### config.mk
export PLATFORM = sky130hd
export DESIGN_NAME = cfe_front_flat
export DESIGN_NICKNAME = d
export VERILOG_FILES = /design/src/hdl/cuckoo_filter_engine_macros.svh /design/src/hdl/cfe_pkg.sv /design/src/hdl/cfe_if.sv /design/src/hdl/cfe_front.sv /design/src/flat_wrapper.sv
export SDC_FILE = /design/constraint.sdc
export NUM_CORES = 2
export LEC_CHECK = 0
export BUFFER_PORTS_ARGS = -buffer_cell sky130_fd_sc_hd__buf_2
export CAP_MARGIN = 0
export CORE_ASPECT_RATIO = 0.8
export CORE_MARGIN = 5
export CORE_UTILIZATION = 51
export CTS_BUF_LIST = sky130_fd_sc_hd__clkbuf_8
export CTS_CLUSTER_SIZE = 30
export DETAILED_ROUTE_END_ITERATION = 12
export GPL_ROUTABILITY_DRIVEN = 0
export PLACE_DENSITY = 0.67
export RECOVER_POWER = 100
export SLEW_MARGIN = 40
export SYNTH_ARGS = -nofsm -noshare
export SYNTH_HDL_FRONTEND = slang
export SYNTH_SLANG_ARGS = --single-unit
### constraint.sdc
create_clock -name clk_i -period 15.4 [get_ports clk_i]
set_input_delay 1.54 -clock clk_i [delete_from_list [all_inputs] [get_ports clk_i]]
set_output_delay 1.54 -clock clk_i [all_outputs]
set_load 0.05 [all_outputs]
### src/hdl/cuckoo_filter_engine_macros.svh
// Assertion helpers shared by the cuckoo filter engine modules.
`ifndef CUCKOO_FILTER_ENGINE_MACROS_SVH
`define CUCKOO_FILTER_ENGINE_MACROS_SVH

`ifndef ASSERT_OFF

// Property must hold at every clock edge outside reset.
`define CFE_ASSERT(lbl, clk, rstn, prop, msg) \
  lbl: assert property (@(posedge clk) disable iff (!rstn) (prop)) else $error(msg);

// Condition must never be seen at a clock edge outside reset.
`define CFE_ASSERT_NEVER(lbl, clk, rstn, prop, msg) \
  lbl: assert property (@(posedge clk) disable iff (!rstn) !(prop)) else $error(msg);

`else

`define CFE_ASSERT(lbl, clk, rstn, prop, msg)
`define CFE_ASSERT_NEVER(lbl, clk, rstn, prop, msg)

`endif

`endif

### src/hdl/cfe_pkg.sv
`timescale 1ns / 1ps
`default_nettype none

package cfe_pkg;

  // Field widths of the request and response channels
  localparam int unsigned OP_W   = 2;
  localparam int unsigned KEY_W  = 64;
  localparam int unsigned LEN_W  = 4;
  localparam int unsigned STAT_W = 2;
  localparam int unsigned CNT_W  = 13;

  // Fingerprint and key geometry
  localparam int unsigned TAG_W         = 8;
  localparam int unsigned MAX_KEY_BYTES = 8;

  // Hash and slot chooser constants
  localparam logic [31:0] HASH_SEED = 32'hbc9f1d34;
  localparam logic [31:0] HASH_MUL  = 32'h5bd1e995;
  localparam logic [15:0] LFSR_TAPS = 16'hB400;
  localparam logic [15:0] LFSR_SEED = 16'hACE1;

  localparam logic [CNT_W-1:0] CNT_MAX = '1;

  typedef enum logic [OP_W-1:0] {
    OP_ADD    = 2'd0,
    OP_QUERY  = 2'd1,
    OP_REMOVE = 2'd2,
    OP_CLEAR  = 2'd3
  } op_e;

  typedef enum logic [STAT_W-1:0] {
    ST_OK        = 2'd0,
    ST_NO_SPACE  = 2'd1,
    ST_NOT_FOUND = 2'd2
  } status_e;

  // Classified request handed from the hash front end to the table engine
  typedef struct packed {
    op_e              op;
    logic [TAG_W-1:0] tag;
  } cmd_t;

  // One MurmurHash2 multiply step, modulo 2^32
  function automatic logic [31:0] hash_mul(input logic [31:0] a);
    return a * HASH_MUL;
  endfunction

  // Fingerprint scramble used for the alternate bucket
  function automatic logic [31:0] tag_mix(input logic [TAG_W-1:0] t);
    return 32'(t) * HASH_MUL;
  endfunction

endpackage

`default_nettype wire

### src/hdl/cfe_if.sv
`timescale 1ns / 1ps
`default_nettype none

// Request channel: one filter operation on one key
interface cfe_req_if;
  logic                           valid;
  logic                           ready;
  logic [cfe_pkg::OP_W-1:0]       operation;
  logic [cfe_pkg::KEY_W-1:0]      key_bytes;
  logic [cfe_pkg::LEN_W-1:0]      key_length;

  modport source (output valid, operation, key_bytes, key_length, input ready);
  modport sink   (input valid, operation, key_bytes, key_length, output ready);
endinterface


`default_nettype wire

### src/hdl/cfe_front.sv
`timescale 1ns / 1ps
`default_nettype none

module cfe_front #(
  parameter int unsigned BW = 10
) (
  input  wire logic                          clk_i,
  input  wire logic                          rst_ni,
  cfe_req_if.sink                            req_i,
  output      logic                          cmd_valid_o,
  input  wire logic                          cmd_ready_i,
  output      cfe_pkg::cmd_t                 cmd_o,
  output      logic [BW-1:0]                 b1_o,
  output      logic [BW-1:0]                 b2_o
);

  localparam int unsigned TW = cfe_pkg::TAG_W;
  localparam int unsigned LW = cfe_pkg::LEN_W;

  localparam logic [2:0] F_IDLE = 3'd0;
  localparam logic [2:0] F_K1   = 3'd1;
  localparam logic [2:0] F_K2   = 3'd2;
  localparam logic [2:0] F_H    = 3'd3;
  localparam logic [2:0] F_TAIL = 3'd4;
  localparam logic [2:0] F_FIN1 = 3'd5;
  localparam logic [2:0] F_FIN2 = 3'd6;
  localparam logic [2:0] F_PUSH = 3'd7;

  logic [2:0]                state_q, state_d;
  cfe_pkg::op_e              op_q, op_d;
  logic [cfe_pkg::KEY_W-1:0] key_q, key_d;
  logic [LW-1:0]             rest_q, rest_d;
  logic                      pos_q, pos_d;
  logic [31:0]               h_q, h_d, k_q, k_d;
  logic [BW-1:0]             b1_q, b1_d;
  logic [TW-1:0]             tag_q, tag_d;
  logic [31:0]               word, tail, h_fin, mix;
  logic [LW-1:0]             len_sat;

  // Pick the next hash step from the number of bytes still to fold in
  function automatic logic [2:0] next_step(input logic [LW-1:0] rest);
    if (rest >= LW'(4)) begin
      return F_K1;
    end else if (rest != '0) begin
      return F_TAIL;
    end
    return F_FIN1;
  endfunction

  assign word    = pos_q ? key_q[63:32] : key_q[31:0];
  assign len_sat = (req_i.key_length > LW'(cfe_pkg::MAX_KEY_BYTES)) ?
                   LW'(cfe_pkg::MAX_KEY_BYTES) : req_i.key_length;
  assign h_fin   = h_q ^ (h_q >> 15);
  assign mix     = cfe_pkg::tag_mix(tag_q);

  assign req_i.ready = (state_q == F_IDLE);
  assign cmd_valid_o = (state_q == F_PUSH);
  assign cmd_o.op    = op_q;
  assign cmd_o.tag   = tag_q;
  assign b1_o        = b1_q;
  assign b2_o        = b1_q ^ mix[BW-1:0];

  // Fold the trailing bytes of the key
  always_comb begin
    tail = h_q;
    if (rest_q >= LW'(3)) begin
      tail = tail ^ {8'h00, word[23:16], 16'h0000};
    end
    if (rest_q >= LW'(2)) begin
      tail = tail ^ {16'h0000, word[15:8], 8'h00};
    end
    tail = tail ^ {24'h000000, word[7:0]};
  end

  // Hash sequencer: at most one multiply per cycle; it waits in F_PUSH until the queue takes the command
  always_comb begin
    state_d = state_q;
    op_d    = op_q;
    key_d   = key_q;
    rest_d  = rest_q;
    pos_d   = pos_q;
    h_d     = h_q;
    k_d     = k_q;
    b1_d    = b1_q;
    tag_d   = tag_q;
    unique case (state_q)
      F_IDLE: begin
        if (req_i.valid) begin
          op_d    = cfe_pkg::op_e'(req_i.operation);
          key_d   = req_i.key_bytes;
          rest_d  = len_sat;
          pos_d   = 1'b0;
          h_d     = cfe_pkg::HASH_SEED ^ 32'(len_sat);
          state_d = next_step(len_sat);
        end
      end
      F_K1: begin
        k_d     = cfe_pkg::hash_mul(word);
        state_d = F_K2;
      end
      F_K2: begin
        k_d     = cfe_pkg::hash_mul(k_q ^ (k_q >> 24));
        state_d = F_H;
      end
      F_H: begin
        h_d     = cfe_pkg::hash_mul(h_q) ^ k_q;
        rest_d  = rest_q - LW'(4);
        pos_d   = 1'b1;
        state_d = next_step(rest_q - LW'(4));
      end
      F_TAIL: begin
        h_d     = cfe_pkg::hash_mul(tail);
        state_d = F_FIN1;
      end
      F_FIN1: begin
        h_d     = cfe_pkg::hash_mul(h_q ^ (h_q >> 13));
        state_d = F_FIN2;
      end
      F_FIN2: begin
        // Zero marks an empty slot, so a zero fingerprint becomes one
        b1_d    = h_fin[8 +: BW];
        tag_d   = (h_fin[TW-1:0] == '0) ? TW'(1) : h_fin[TW-1:0];
        state_d = F_PUSH;
      end
      F_PUSH: begin
        if (cmd_ready_i) begin
          state_d = F_IDLE;
        end
      end
      default: state_d = F_IDLE;
    endcase
  end

  always_ff @(posedge clk_i or negedge rst_ni) begin
    if (!rst_ni) begin
      state_q <= F_IDLE;
    end else begin
      state_q <= state_d;
    end
  end

  always_ff @(posedge clk_i) begin
    op_q   <= op_d;
    key_q  <= key_d;
    rest_q <= rest_d;
    pos_q  <= pos_d;
    h_q    <= h_d;
    k_q    <= k_d;
    b1_q   <= b1_d;
    tag_q  <= tag_d;
  end

endmodule

`default_nettype wire

### src/flat_wrapper.sv
// flat-port wrapper written by rule: the top's interface ports become plain ports
module cfe_front_flat 
#(
  parameter int unsigned BW = 10
)
  (clk_i, rst_ni, cmd_valid_o, cmd_ready_i, cmd_o, b1_o, b2_o, req_i_valid, req_i_operation, req_i_key_bytes, req_i_key_length, req_i_ready);
  cfe_req_if req_i_i ();
  input  wire logic clk_i;
  input  wire logic rst_ni;
  output      logic cmd_valid_o;
  input  wire logic cmd_ready_i;
  output      cfe_pkg::cmd_t cmd_o;
  output      logic [BW-1:0] b1_o;
  output      logic [BW-1:0] b2_o;
  input wire logic [$bits(req_i_i.valid)-1:0] req_i_valid;
  input wire logic [$bits(req_i_i.operation)-1:0] req_i_operation;
  input wire logic [$bits(req_i_i.key_bytes)-1:0] req_i_key_bytes;
  input wire logic [$bits(req_i_i.key_length)-1:0] req_i_key_length;
  output wire logic [$bits(req_i_i.ready)-1:0] req_i_ready;
  assign req_i_i.valid = req_i_valid;
  assign req_i_i.operation = req_i_operation;
  assign req_i_i.key_bytes = req_i_key_bytes;
  assign req_i_i.key_length = req_i_key_length;
  assign req_i_ready = req_i_i.ready;
  cfe_front #(.BW(BW)) u_core (.clk_i(clk_i), .rst_ni(rst_ni), .req_i(req_i_i), .cmd_valid_o(cmd_valid_o), .cmd_ready_i(cmd_ready_i), .cmd_o(cmd_o), .b1_o(b1_o), .b2_o(b2_o));
endmodule
==> impl_metrics.toml <==
[setup_path]
worstPathArrival_ns = 10.71
path_class = "reg -> reg"
worstSetupStartpointType = "flop"
cpMostUsedCell = "fa_1"
cpPeakStageDelay_ns = 1.46
crit_slowest_cell = "clkbuf_1"
path_buf_inv = 4
end_kind = "flop"
crit_fanout = 32
cp.required_ns = 15.67
crit_family = "adder cells"

[clock_tree]
ctsResizeCount = 0
clockBufferDepth = 2
root_buffer = "clkbuf_8"
postCtsSetupBuffers = 0
cts_tree = "built"
clkTransAtPathRegs_ns = 0.11
h-tree-depth = 4
insertion_delay_ns = 0.56
cts.sinks = 156
postCtsHoldBufs = 0
cts_made_buffers = 17

[layout]
final_common_cell = "inv_1"
num-fill-cells = 8866
fin_nets = 7241
design_area_mm2 = 0.0539
drive_gt1_share_pct = 3.62
diodes = 0
area_delta_synth_final_pct = 5.77
final_cell_mix = "inv_1, ha_1, fa_1"

[synth]
synth_xor_area_share_pct = 6.93
synth_flop_cell = "edfxtp_1"
yosysWarnings = 0
yosysTopAreaCell = "fa_1"
seq_area_frac_synth_pct = 9.17
synth_top_family_by_area = "adder cells"
syn_nets = 7074
netlist_top_cells_area = "fa_1, ha_1, inv_1"
synth-seq-cells = 156
ys_types = 75
synth_edf_count = 153
yosys.area_share.adder_pct = 62.1
synthMuxAreaShare_pct = 0.914
avgSynthCellArea_um2 = 10.2
yosysTopAreaCellShare_pct = 35.6
synth-compound-area-share_pct = 5.53
syn-instance-count = 5016
synth_area_mm2 = 0.0509
synth-simple-area-share_pct = 3.09
async_flop_share_pct = 1.92

[outcome]
status = "finished with violations"
violations = "capacitance limit, slew limit"

[drt]
vias = 33900
first_iter_violations = 2497
drcViolationCount = 0
wl_mm = 135
dr.pass1.iters = 6
ant_nets = 0
avgViaCountPerCell = 5.21
wl_per_cell_um = 20.8

[flow_run]
drv_cap = 11

[sta]
slew_headroom_pct = -125
maxSlewViolCount = 310
fmax_mhz = 95.8
worst_slew_pin_slew_ns = 3.37
fin_crit_ns = 10.44
fin_worst_skew_ns = 0.0329
finalSetupViolCount = 0
final_hold_viol_count = 0
finalCritPeriodShare_pct = 67.8
rsz0062_at_grt = "no"
tns_ns = 0

[grt]
grt_pass1_vias = 35700
grtUsageTotal_pct = 26.3
antenna_found_initial = 4
grt_remaining_overflow = 0
grt_pass1_wl_mm = 210
grt_max_degree = 67

[placed_design]
postPlaceCellArea_mm2 = 0.0536
io_buffer_count = 105
dp_hpwl_mm = 116

[die]
placeableCoreArea_mm2 = 0.0990
io-pin-count = 106
initial_core_util_pct = 51.5
fp.dieW_um = 363
rows = 103
dieArea_mm2 = 0.106
die_h_um = 293

[hold_path]
min_path_type = "reg -> reg"
[kinds of logic (layout without fill, tap and decap cells)]
kind of cell | Yosys count | in the layout
and+or+nand+nor | 331 | 331
buffers and inverters | 1667 | 1847
AOI/OAI and AO/OA | 438 | 438
xor gates and xnor gates | 396 | 396
adders and majority gates | 1984 | 1984
muxes | 44 | 44
DFF | 156 | 156
[routing by layer]
| layer | track usage (%) | up-vias | wire length, µm |
|---|---|---|---|
| li1 | - | 15800 | - |
| met1 | 39.1 | 16700 | 62000 |
| met2 | 37.7 | 1322 | 55000 |
| met3 | 8.45 | 173 | 14900 |
| met4 | 5.90 | 6 | 3230 |
| met5 | 0 | - | 35 |
[worst reg2reg max path: stages (launching register included)]
cell	delay (ns)
edfxtp_1	0.33
clkbuf_1	1.46
mux2_1	0.95
xor2_1	0.21
clkbuf_1	0.80
fa_1	0.56
ha_1	0.32
fa_1	0.45
ha_1	0.22
fa_1	0.47
fa_1	0.52
fa_1	0.49
inv_1	0.05
fa_1	0.47
inv_1	0.04
ha_1	0.35
a21oi_1	0.16
a21oi_1	0.09
a211oi_1	0.70
o211ai_1	0.32
a31o_1	0.32
o41a_1	0.34
xnor2_1	0.13
o21ai_0	0.10
a31oi_1	0.25
a21oi_1	0.06
[sequential cells by signal, indices dropped and copies added (netlist names)]
signal	flops
u_core.b1_o	10
u_core.h_q	32
u_core.k_q	32
u_core.key_q	64
u_core.op_q	2
u_core.pos_q	1
u_core.rest_q	4
u_core.state_q	3
u_core.tag_q	8
[synthesized netlist by cell type (26+ instances only)]
cell	count
o21a_1	27
fa_1	906
nand2_1	89
xnor2_1	261
clkbuf_1	29
ha_1	1078
xor2_1	130
o21ai_0	84
edfxtp_1	153
a21oi_1	133
nor2_1	104
inv_1	1631
a21o_1	52
mux2i_1	26
[final cells by class]
type / count / area, µm² / area share (%)
multi-input cells: 3193 / 40100 / 74.4
inverters: 1632 / 6130 / 11.4
flip-flops and latches: 156 / 4670 / 8.67
well taps: 1312 / 1640 / 3.05
repair buffers: 183 / 962 / 1.79
clock buffers: 17 / 234 / 0.434
clock inverters: 15 / 171 / 0.318
[final timing paths]
kind                                          startpoint  slack [ns]                       endpoint  depth (start not counted)
min reg2reg                u_core.state_q[0]$_DFFE_PN0P_        0.60  u_core.state_q[0]$_DFFE_PN0P_                          1
min in group asynchronous                         rst_ni        0.81  u_core.state_q[1]$_DFFE_PN0P_                          1
min                        u_core.state_q[0]$_DFFE_PN0P_        0.60  u_core.state_q[0]$_DFFE_PN0P_                          1
max                               u_core.pos_q$_DFFE_PP_        4.96       u_core.h_q[29]$_DFFE_PP_                         25
max reg2reg                       u_core.pos_q$_DFFE_PP_        4.96       u_core.h_q[29]$_DFFE_PP_                         25
max in group asynchronous                         rst_ni       14.39  u_core.state_q[0]$_DFFE_PN0P_                          1
[metrics by stage]
stage          hold WS, ns  cells  utilization [%]  setup slack (ns)
6_report             0.597   6508             54.4              4.96
5_1_grt              0.619   6508             54.4              4.43
4_1_cts              0.537   6508             54.6              6.74
3_5_place_dp         0.523   6476             54.2              6.70
3_3_place_gp         0.519   6476             54.2              6.57
2_1_floorplan        0.590   5016                -              6.92
Power is left out: the tool's default activity adds up to more than one toggle a clock period on the data nets, which glitch-free logic cannot reach.
