**src/hdl/cuckoo_filter_engine_macros.svh**
```systemverilog
// Assertion helpers shared by the cuckoo filter engine modules.
`ifndef CUCKOO_FILTER_ENGINE_MACROS_SVH
`define CUCKOO_FILTER_ENGINE_MACROS_SVH

`ifndef ASSERT_OFF

// Property must hold at every clock edge outside reset.
`define CFE_ASSERT(lbl, clk, rstn, prop, msg) \
  lbl: assert property (@(posedge clk) disable iff (!rstn) (prop)) else $error(msg);

// Condition must never be seen at a clock edge outside reset.
`define CFE_ASSERT_NEVER(lbl, clk, rstn, prop, msg) \
  lbl: assert property (@(posedge clk) disable iff (!rstn) !(prop)) else $error(msg);

`else

`define CFE_ASSERT(lbl, clk, rstn, prop, msg)
`define CFE_ASSERT_NEVER(lbl, clk, rstn, prop, msg)

`endif

`endif

```
**src/hdl/cfe_fifo.sv**
```systemverilog
`timescale 1ns / 1ps
`default_nettype none

`include "cuckoo_filter_engine_macros.svh"

module cfe_fifo #(
  parameter int unsigned WIDTH = 8,
  parameter int unsigned DEPTH = 2
) (
  input  wire logic             clk_i,
  input  wire logic             rst_ni,
  input  wire logic             push_valid_i,
  output      logic             push_ready_o,
  input  wire logic [WIDTH-1:0] push_data_i,
  output      logic             pop_valid_o,
  input  wire logic             pop_ready_i,
  output      logic [WIDTH-1:0] pop_data_o
);

  localparam int unsigned AW = (DEPTH > 1) ? $clog2(DEPTH) : 1;
  localparam int unsigned CW = $clog2(DEPTH + 1);

  logic [WIDTH-1:0] mem_q [DEPTH];
  logic [AW-1:0]    wp_q, wp_d, rp_q, rp_d;
  logic [CW-1:0]    cnt_q, cnt_d;
  logic             push, pop;

  assign push_ready_o = (cnt_q != CW'(DEPTH));
  assign pop_valid_o  = (cnt_q != '0);
  assign pop_data_o   = mem_q[rp_q];
  assign push         = push_valid_i && push_ready_o;
  assign pop          = pop_valid_o && pop_ready_i;

  // Advance pointers and occupancy
  always_comb begin
    wp_d  = wp_q;
    rp_d  = rp_q;
    cnt_d = cnt_q;
    if (push) begin
      wp_d = (wp_q == AW'(DEPTH - 1)) ? '0 : wp_q + AW'(1);
    end
    if (pop) begin
      rp_d = (rp_q == AW'(DEPTH - 1)) ? '0 : rp_q + AW'(1);
    end
    if (push && !pop) begin
      cnt_d = cnt_q + CW'(1);
    end else if (pop && !push) begin
      cnt_d = cnt_q - CW'(1);
    end
  end

  always_ff @(posedge clk_i or negedge rst_ni) begin
    if (!rst_ni) begin
      wp_q  <= '0;
      rp_q  <= '0;
      cnt_q <= '0;
    end else begin
      wp_q  <= wp_d;
      rp_q  <= rp_d;
      cnt_q <= cnt_d;
    end
  end

  // Store entries
  always_ff @(posedge clk_i) begin
    if (push) begin
      mem_q[wp_q] <= push_data_i;
    end
  end

  `CFE_ASSERT(a_fifo_bound, clk_i, rst_ni, cnt_q <= CW'(DEPTH), "queue occupancy above depth")
  `CFE_ASSERT(a_fifo_ptrs, clk_i, rst_ni, (cnt_q == '0) |-> (wp_q == rp_q), "empty queue with split pointers")
  `CFE_ASSERT(a_fifo_cnt, clk_i, rst_ni, (push && !pop) |=> (cnt_q == $past(cnt_q) + CW'(1)), "push lost")

endmodule

`default_nettype wire

```
**config.mk**
```make
export PLATFORM = sky130hd
export DESIGN_NAME = cfe_fifo
export DESIGN_NICKNAME = d
export VERILOG_FILES = /design/src/hdl/cfe_fifo.sv
export VERILOG_INCLUDE_DIRS = /design/src /design/src/hdl
export SDC_FILE = /design/constraint.sdc
export NUM_CORES = 1
export LEC_CHECK = 0
export ABC_AREA = 1
export BUFFER_PORTS_ARGS = -buffer_cell sky130_fd_sc_hd__buf_4
export CAP_MARGIN = 30
export CORE_AREA = 2 2 43 45
export CTS_CLUSTER_DIAMETER = 40
export DETAILED_ROUTE_END_ITERATION = 6
export DIE_AREA = 0 0 45 47
export PLACE_DENSITY = 0.82
export SETUP_SLACK_MARGIN = 0.15
export SYNTH_ARGS = -nofsm -noshare
export SYNTH_HDL_FRONTEND = slang
export SYNTH_SLANG_ARGS = --single-unit
```
**constraint.sdc**
```tcl
create_clock -name clk_i -period 2.51 [get_ports clk_i]
set_input_delay 0.251 -clock clk_i [delete_from_list [all_inputs] [get_ports clk_i]]
set_output_delay 0.251 -clock clk_i [all_outputs]
set_load 0.005 [all_outputs]
```
==> flow_metrics.py, run 1 <==
metrics = {
    "outcome": {
        "status": "finished, final reports clean",
    },
    "route": {
        "drt-total-wl_um": 1316,
        "top_layer": "met4",
        "dr.first_iter.drc_count": 13,
        "wl_met2_um": 702,
        "route.detailed.drc": 0,
        "ant_nets": 0,
        "first_pass_iters": 4,
        "viasPerCell": 4.795,
        "wl_met3_um": 79,
        "wl_per_cell_um": 11.75,
        "vias": 537,
        "drt-met1-wl_um": 519,
    },
    "power_and_ir_drop": {
        "power_frac_clock_pct": 21.2,
        "ir_worst_vdd_uv": 666.0,
        "switching_power_uw": 392.7,
        "pwr-share-comb_pct": 35.8,
        "intPower_uw": 828.3,
        "leakage_uw": 0.0004930,
        "p_sw_share_pct": 32.16,
        "power_density_nw_per_um2": 1155,
        "p_seq_share_pct": 43.0,
    },
    "setup_path": {
        "cp_max_fo": 10,
        "path_buf_inv": 2,
        "crit_slowest_cell": "dfrtp_1",
        "crit_required_ps": 2260,
        "reg2reg_setup_slack_ps": 1000,
        "crit_path_frequent_cell": "nand2_1",
        "worstSetupStartpointType": "flip-flop",
        "crit_family": "flip-flops",
        "cp-startpoint": "rp_q",
        "arrival_ps": 1310,
        "r2r_end": "mem_q[0][5]",
        "reg2reg_depth": 4,
        "cp-end-kind": "output port",
        "worst-setup-path-type": "flip-flop to output port",
        "cp.depth": 4,
        "slowest_delay_ps": 560,
        "r2r_start": "cnt_q[0]",
        "path_cells": "inv_2 -> nand2_1 -> nand2_1 -> buf_4",
        "critPathCapture": "pop_data_o[5]",
    },
    "clock_tree": {
        "clkSinkCount": 20,
        "cts_buffer_depth": 2,
        "post_cts_resized": 0,
        "post_cts_buffers": 0,
        "cts_buffers": 3,
        "clock_latency_ps": 300,
        "cts-root-buf": "clkbuf_4",
        "postCtsHoldBufs": 1,
        "cts_tree": "built",
        "h-tree-depth": 1,
        "cts.clk_slew.worst_paths_ps": 110,
    },
    "timing": {
        "finalSetupViolCount": 0,
        "finalCritPeriodShare_pct": 62.24,
        "setup-tns-final_ps": 0,
        "tightest_slew_ps": 673.7,
        "skew_ps": 2.564,
        "hold_viol_final": 0,
        "relSlewSlack_pct": 54.92,
        "grt_setup_unrepaired": "false",
        "fmax_mhz": 640.2,
        "period_minus_slack_ps": 1562,
        "drv_slew": 0,
    },
    "min_path": {
        "hold_path_class": "input pin to flip-flop",
    },
    "floorplan": {
        "core_sq_um": 1652,
        "initial_core_util_pct": 50.08,
        "die_y_um": 47,
        "io_pins": 22,
        "dieArea_sq_um": 2115,
        "rows": 15,
        "die_w_um": 45,
    },
    "synth": {
        "synth_seq_cells": 20,
        "ys_types": 14,
        "netlist_instances": 70,
        "avgSynthCellArea_sq_um": 11.81,
        "yosys_warnings": 0,
        "ys_seq_area_share_pct": 70.20,
        "syn-cell-area_sq_um": 827.0,
        "syn_nets": 83,
    },
    "layout": {
        "finish.utilization_pct": 64.02,
        "layout.nets": 109,
        "diodes": 0,
        "multi_input_area_sq_um": 209.0,
        "layout_common_cells": "30 x nand2_1, 21 x buf_4, 16 x edfxtp_1",
        "drive_gt1_share_pct": 34.74,
        "register_area_sq_um": 580.6,
        "synthToLayoutAreaGrowth_pct": 27.84,
        "nFillCells": 124,
        "mostFrequentLayoutCell": "nand2_1",
    },
    "global_route": {
        "grt_max_degree": 13,
        "grt_pass1_vias": 445,
        "grt_overflow": 0,
        "antenna_found_initial": 0,
        "grt_pass1_wl_um": 1932,
        "grt_usage_pct": 13.51,
    },
    "place": {
        "port_buffers": 21,
        "gp_congestion": 0.7627,
        "dp_hpwl_um": 944,
    },
    "flow_run": {
        "maxCapViolations": 0,
    },
}
==> logic make-up (layout without fill, tap and decap cells) <==
| logic type | count (synthesis) | count (layout) | synth area share, % |
|---|---|---|---|
| buffers and inverters | 8 | 33 | 4.538 |
| flip-flops | 20 | 20 | 70.20 |
| XOR/XNOR | 2 | 2 | 3.026 |
| adder cells (fa/ha/maj) | 1 | 1 | 1.513 |
| AND/OR/NAND/NOR | 39 | 39 | 20.73 |
==> sequential cells by signal (all words and copies together), names as in the netlist <==
register,flops
rp_q,1
cnt_q,2
mem_q,16
wp_q,1
==> power groups by stage <==
| stage | logic, uW | registers, uW | clock network [uW] |
|---|---|---|---|
| after detailed placement | 437 | 533 | 0 |
| final | 437 | 526 | 258 |
| after CTS | 443 | 526 | 258 |
| after floorplan | 287 | 503 | 0 |
| after global routing | 489 | 534 | 274 |
| after global placement | 427 | 528 | 0 |
==> worst min-delay path by stage <==
stage	from	endpoint	cells past startpoint
2_1_floorplan	rst_ni	cnt_q[0]	0
3_3_place_gp	rst_ni	rp_q	1
3_5_place_dp	rst_ni	rp_q	1
4_1_cts	push_data_i[3]	mem_q[0][3]	1
5_1_grt	push_data_i[1]	mem_q[0][1]	1
6_report	push_data_i[6]	mem_q[1][6]	1
==> final cells by class <==
type	instances	share of cell area (%)
sequential	20	54.91
clock inverter	1	2.840
tap	17	2.012
timing repair buffer	22	15.86
clock buffer	3	2.130
multi-input combinational	42	19.76
inverter	7	2.485
==> per-stage QoR <==
step | setup WS [ps] | total power [uW] | cells | instance area, sq um | hold WS [ps]
detailed placement | 1009 | 970.7 | 107 | 994.7 | 51.62
global route | 868.5 | 1296 | 112 | 1057 | 117.5
CTS | 948.6 | 1228 | 112 | 1057 | 128.7
finish | 947.9 | 1221 | 112 | 1057 | 127.4
floorplan | 1202 | 790.3 | 70 | 827.0 | -44.59
global placement | 1074 | 955.6 | 107 | 994.7 | 50.46
==> cell usage after synthesis <==
library cell,instances,area [sq um]
buf_6,1,11.26
xnor2_1,1,8.760
ha_1,1,12.51
nand4_1,1,6.260
inv_1,4,15.01
inv_2,3,11.26
nand2_4,2,22.52
xor2_2,1,16.27
edfxtp_1,16,480.5
dfrtp_1,4,100.1
nand3_1,2,10.01
nor2_1,2,7.510
nand2_1,30,112.6
nand2_2,2,12.51
==> per-layer routing <==
layer,vias up,track usage (%)
li1,277,-
met1,241,16.24
met2,17,22.86
met3,2,4.231
met4,0,5.294
met5,-,0
Power figures use the tool's default switching activity.
==> run 2: changes to the inputs <==
Settings changed: CORE_AREA 2 2 43 45 to 2 2 45 47, DIE_AREA 0 0 45 47 to 0 0 47 49, PLACE_DENSITY 0.82 to 0.76.
Clock period 2.51 ns to 1.55 ns, I/O delays scaled along.
==> run 2 against run 1 <==
Compared with the run above:
- die area is 8.9% higher
- clock-buffer cell count stayed put
- setup slack worse by 730 ps
- via count is 2.0% higher
- final cell count is 13% higher
- sequential power is 62% higher
==> flow_metrics.py, run 2 (synthesized netlist as in run 1, its figures left out) <==
metrics = {
    "floorplan": {
        "io_pins": 22,
        "initial_core_util_pct": 44.90,
        "die_y_um": 49,
        "die_w_um": 47,
        "dieArea_sq_um": 2303,
        "core_sq_um": 1842,
        "rows": 16,
    },
    "outcome": {
        "status": "finished, final reports clean",
    },
    "timing": {
        "relSlewSlack_pct": 85.71,
        "hold_slack_ps": 33.15,
        "period_minus_slack_ps": 1333,
        "finalCritPeriodShare_pct": 86.03,
        "hold_viol_final": 0,
        "fmax_mhz": 749.9,
        "drv_slew": 0,
        "grt_setup_unrepaired": "false",
        "finalSetupViolCount": 0,
        "tightest_slew_ps": 214.3,
        "worst_slack_ps": 216.5,
        "setup-tns-final_ps": 0,
        "skew_ps": 1.236,
    },
    "clock_tree": {
        "h-tree-depth": 1,
        "cts_buffer_depth": 2,
        "cts_tree": "built",
        "cts.clk_slew.worst_paths_ps": 100,
        "clock_latency_ps": 300,
        "clkSinkCount": 20,
        "cts-root-buf": "clkbuf_4",
        "cts_buffers": 3,
    },
    "route": {
        "dr.first_iter.drc_count": 3,
        "ant_nets": 0,
        "vias": 548,
        "viasPerCell": 4.315,
        "route.detailed.drc": 0,
        "drt-total-wl_um": 1381,
        "first_pass_iters": 2,
        "wl_per_cell_um": 10.87,
    },
    "global_route": {
        "grt_pass1_wl_um": 2235,
        "grt_pass1_vias": 574,
        "grt_overflow": 0,
        "grt_usage_pct": 14.20,
        "grt_max_degree": 12,
        "antenna_found_initial": 0,
    },
    "layout": {
        "layout.nets": 114,
        "reg.largest.list": "mem_q: 16 flops, cnt_q: 2 flops",
        "layout_common_cells": "30 x nand2_1, 26 x buf_4, 16 x edfxtp_1",
        "drive_gt1_share_pct": 39.00,
        "synthToLayoutAreaGrowth_pct": 32.68,
        "largest_register": "mem_q",
        "largest_reg_flops": 16,
        "mostFrequentLayoutCell": "nand2_1",
        "diodes": 0,
    },
    "min_path": {
        "hold_path_class": "input pin to flip-flop",
        "holdPathEnd": "mem_q[0][6]",
        "hold_start": "push_data_i[6]",
        "hold_depth": 1,
    },
    "place": {
        "dp_hpwl_um": 1025,
        "dp_slack_ps": 176.4,
        "gp_congestion": 0.6983,
        "port_buffers": 21,
    },
    "setup_path": {
        "crit_slowest_cell": "dfrtp_2",
        "r2r_end": "cnt_q[1]",
        "reg2reg_depth": 9,
        "reg2reg_setup_slack_ps": 270,
        "cp-end-kind": "output port",
        "arrival_ps": 1180,
        "crit_path_frequent_cell": "nand2_1",
        "worstSetupStartpointType": "flip-flop",
        "crit_required_ps": 1390,
        "cp_max_fo": 10,
        "path_cells": "inv_4 -> nand2_1 -> nand2_1 -> buf_4",
        "slowest_delay_ps": 510,
        "r2r_start": "cnt_q[0]",
        "worst-setup-path-type": "flip-flop to output port",
    },
    "flow_run": {
        "maxCapViolations": 0,
    },
    "power_and_ir_drop": {
        "ir_worst_vdd_uv": 906.5,
        "power_density_nw_per_um2": 1733,
        "leakage_uw": 0.0005055,
    },
}
==> run 2: cell count changes in the layout (fill, tap and decap cells not counted) <==
cell,previous run,this run
inv_2,3,2
ha_4,0,1
ha_1,1,0
buf_4,21,26
clkinv_1,0,1
bufinv_16,1,0
dfrtp_1,4,3
inv_4,0,1
dfrtp_2,0,1
==> run 2: routing by layer <==
metal	track usage, %	vias up	share of wire (%)
li1	-	282	-
met1	15.50	250	39
met2	22.83	12	54
met3	3.704	4	3.4
met4	9.722	0	3.0
met5	0	-	0
==> run 2: per-stage QoR <==
step / utilization (%) / cell area, sq um / total power, uW / instances
floorplan: - / 827.0 / 1280 / 70
global placement: 56.32 / 1037 / 1597 / 121
detailed placement: 56.32 / 1037 / 1630 / 121
CTS: 58.36 / 1075 / 1882 / 126
global route: 59.58 / 1097 / 2057 / 127
finish: 59.58 / 1097 / 1901 / 127
==> run 2: cell type report <==
type | instances | area, sq um
Clock buffer | 3 | 22.52
Tap cell | 27 | 33.78
Inverter | 7 | 28.78
Sequential cell | 20 | 581.8
Multi-Input combinational cell | 42 | 221.5
Fill cell | 166 | 744.5
Timing Repair Buffer | 27 | 205.2
Clock inverter | 1 | 3.754
==> run 2: worst max path at each step <==
| stage | cells past startpoint | slack [ps] | start | end |
|---|---|---|---|---|
| final | 4 | 220 | rp_q | pop_data_o[0] |
| after detailed placement | 9 | 180 | cnt_q[0] | cnt_q[1] |
| after floorplan | 4 | 240 | cnt_q[0] | mem_q[0][0] |
| after global placement | 9 | 250 | cnt_q[0] | cnt_q[1] |
| after global routing | 4 | 150 | rp_q | pop_data_o[0] |
| after CTS | 4 | 160 | rp_q | pop_data_o[0] |
==> run 2: critical path: cells and delay by family (launching register included) <==
family                 cells  cell delay, ps
buffers and inverters      2             240
AND/OR/NAND/NOR            2             140
flip-flops                 1             510
==> run 2: where the power goes <==
part           switching [uW]  internal, uW  leakage [uW]  total (uW)
clock network             151          93.9     0.0000154         245
logic                     397           405      0.000295         802
registers                 103           751      0.000195         854
total                     651          1250      0.000505        1900
==> run 2: repair_timing <==
action / in CTS / in global routing
endpoints found under the setup margin: 8 / 9
gates cloned: 0 / 0
buffers inserted: 0 / 1
resized for setup: 1 / 2
hold endpoints to repair: 4 / 0
pin swaps: 0 / 0
hold buffers: 1 / 0
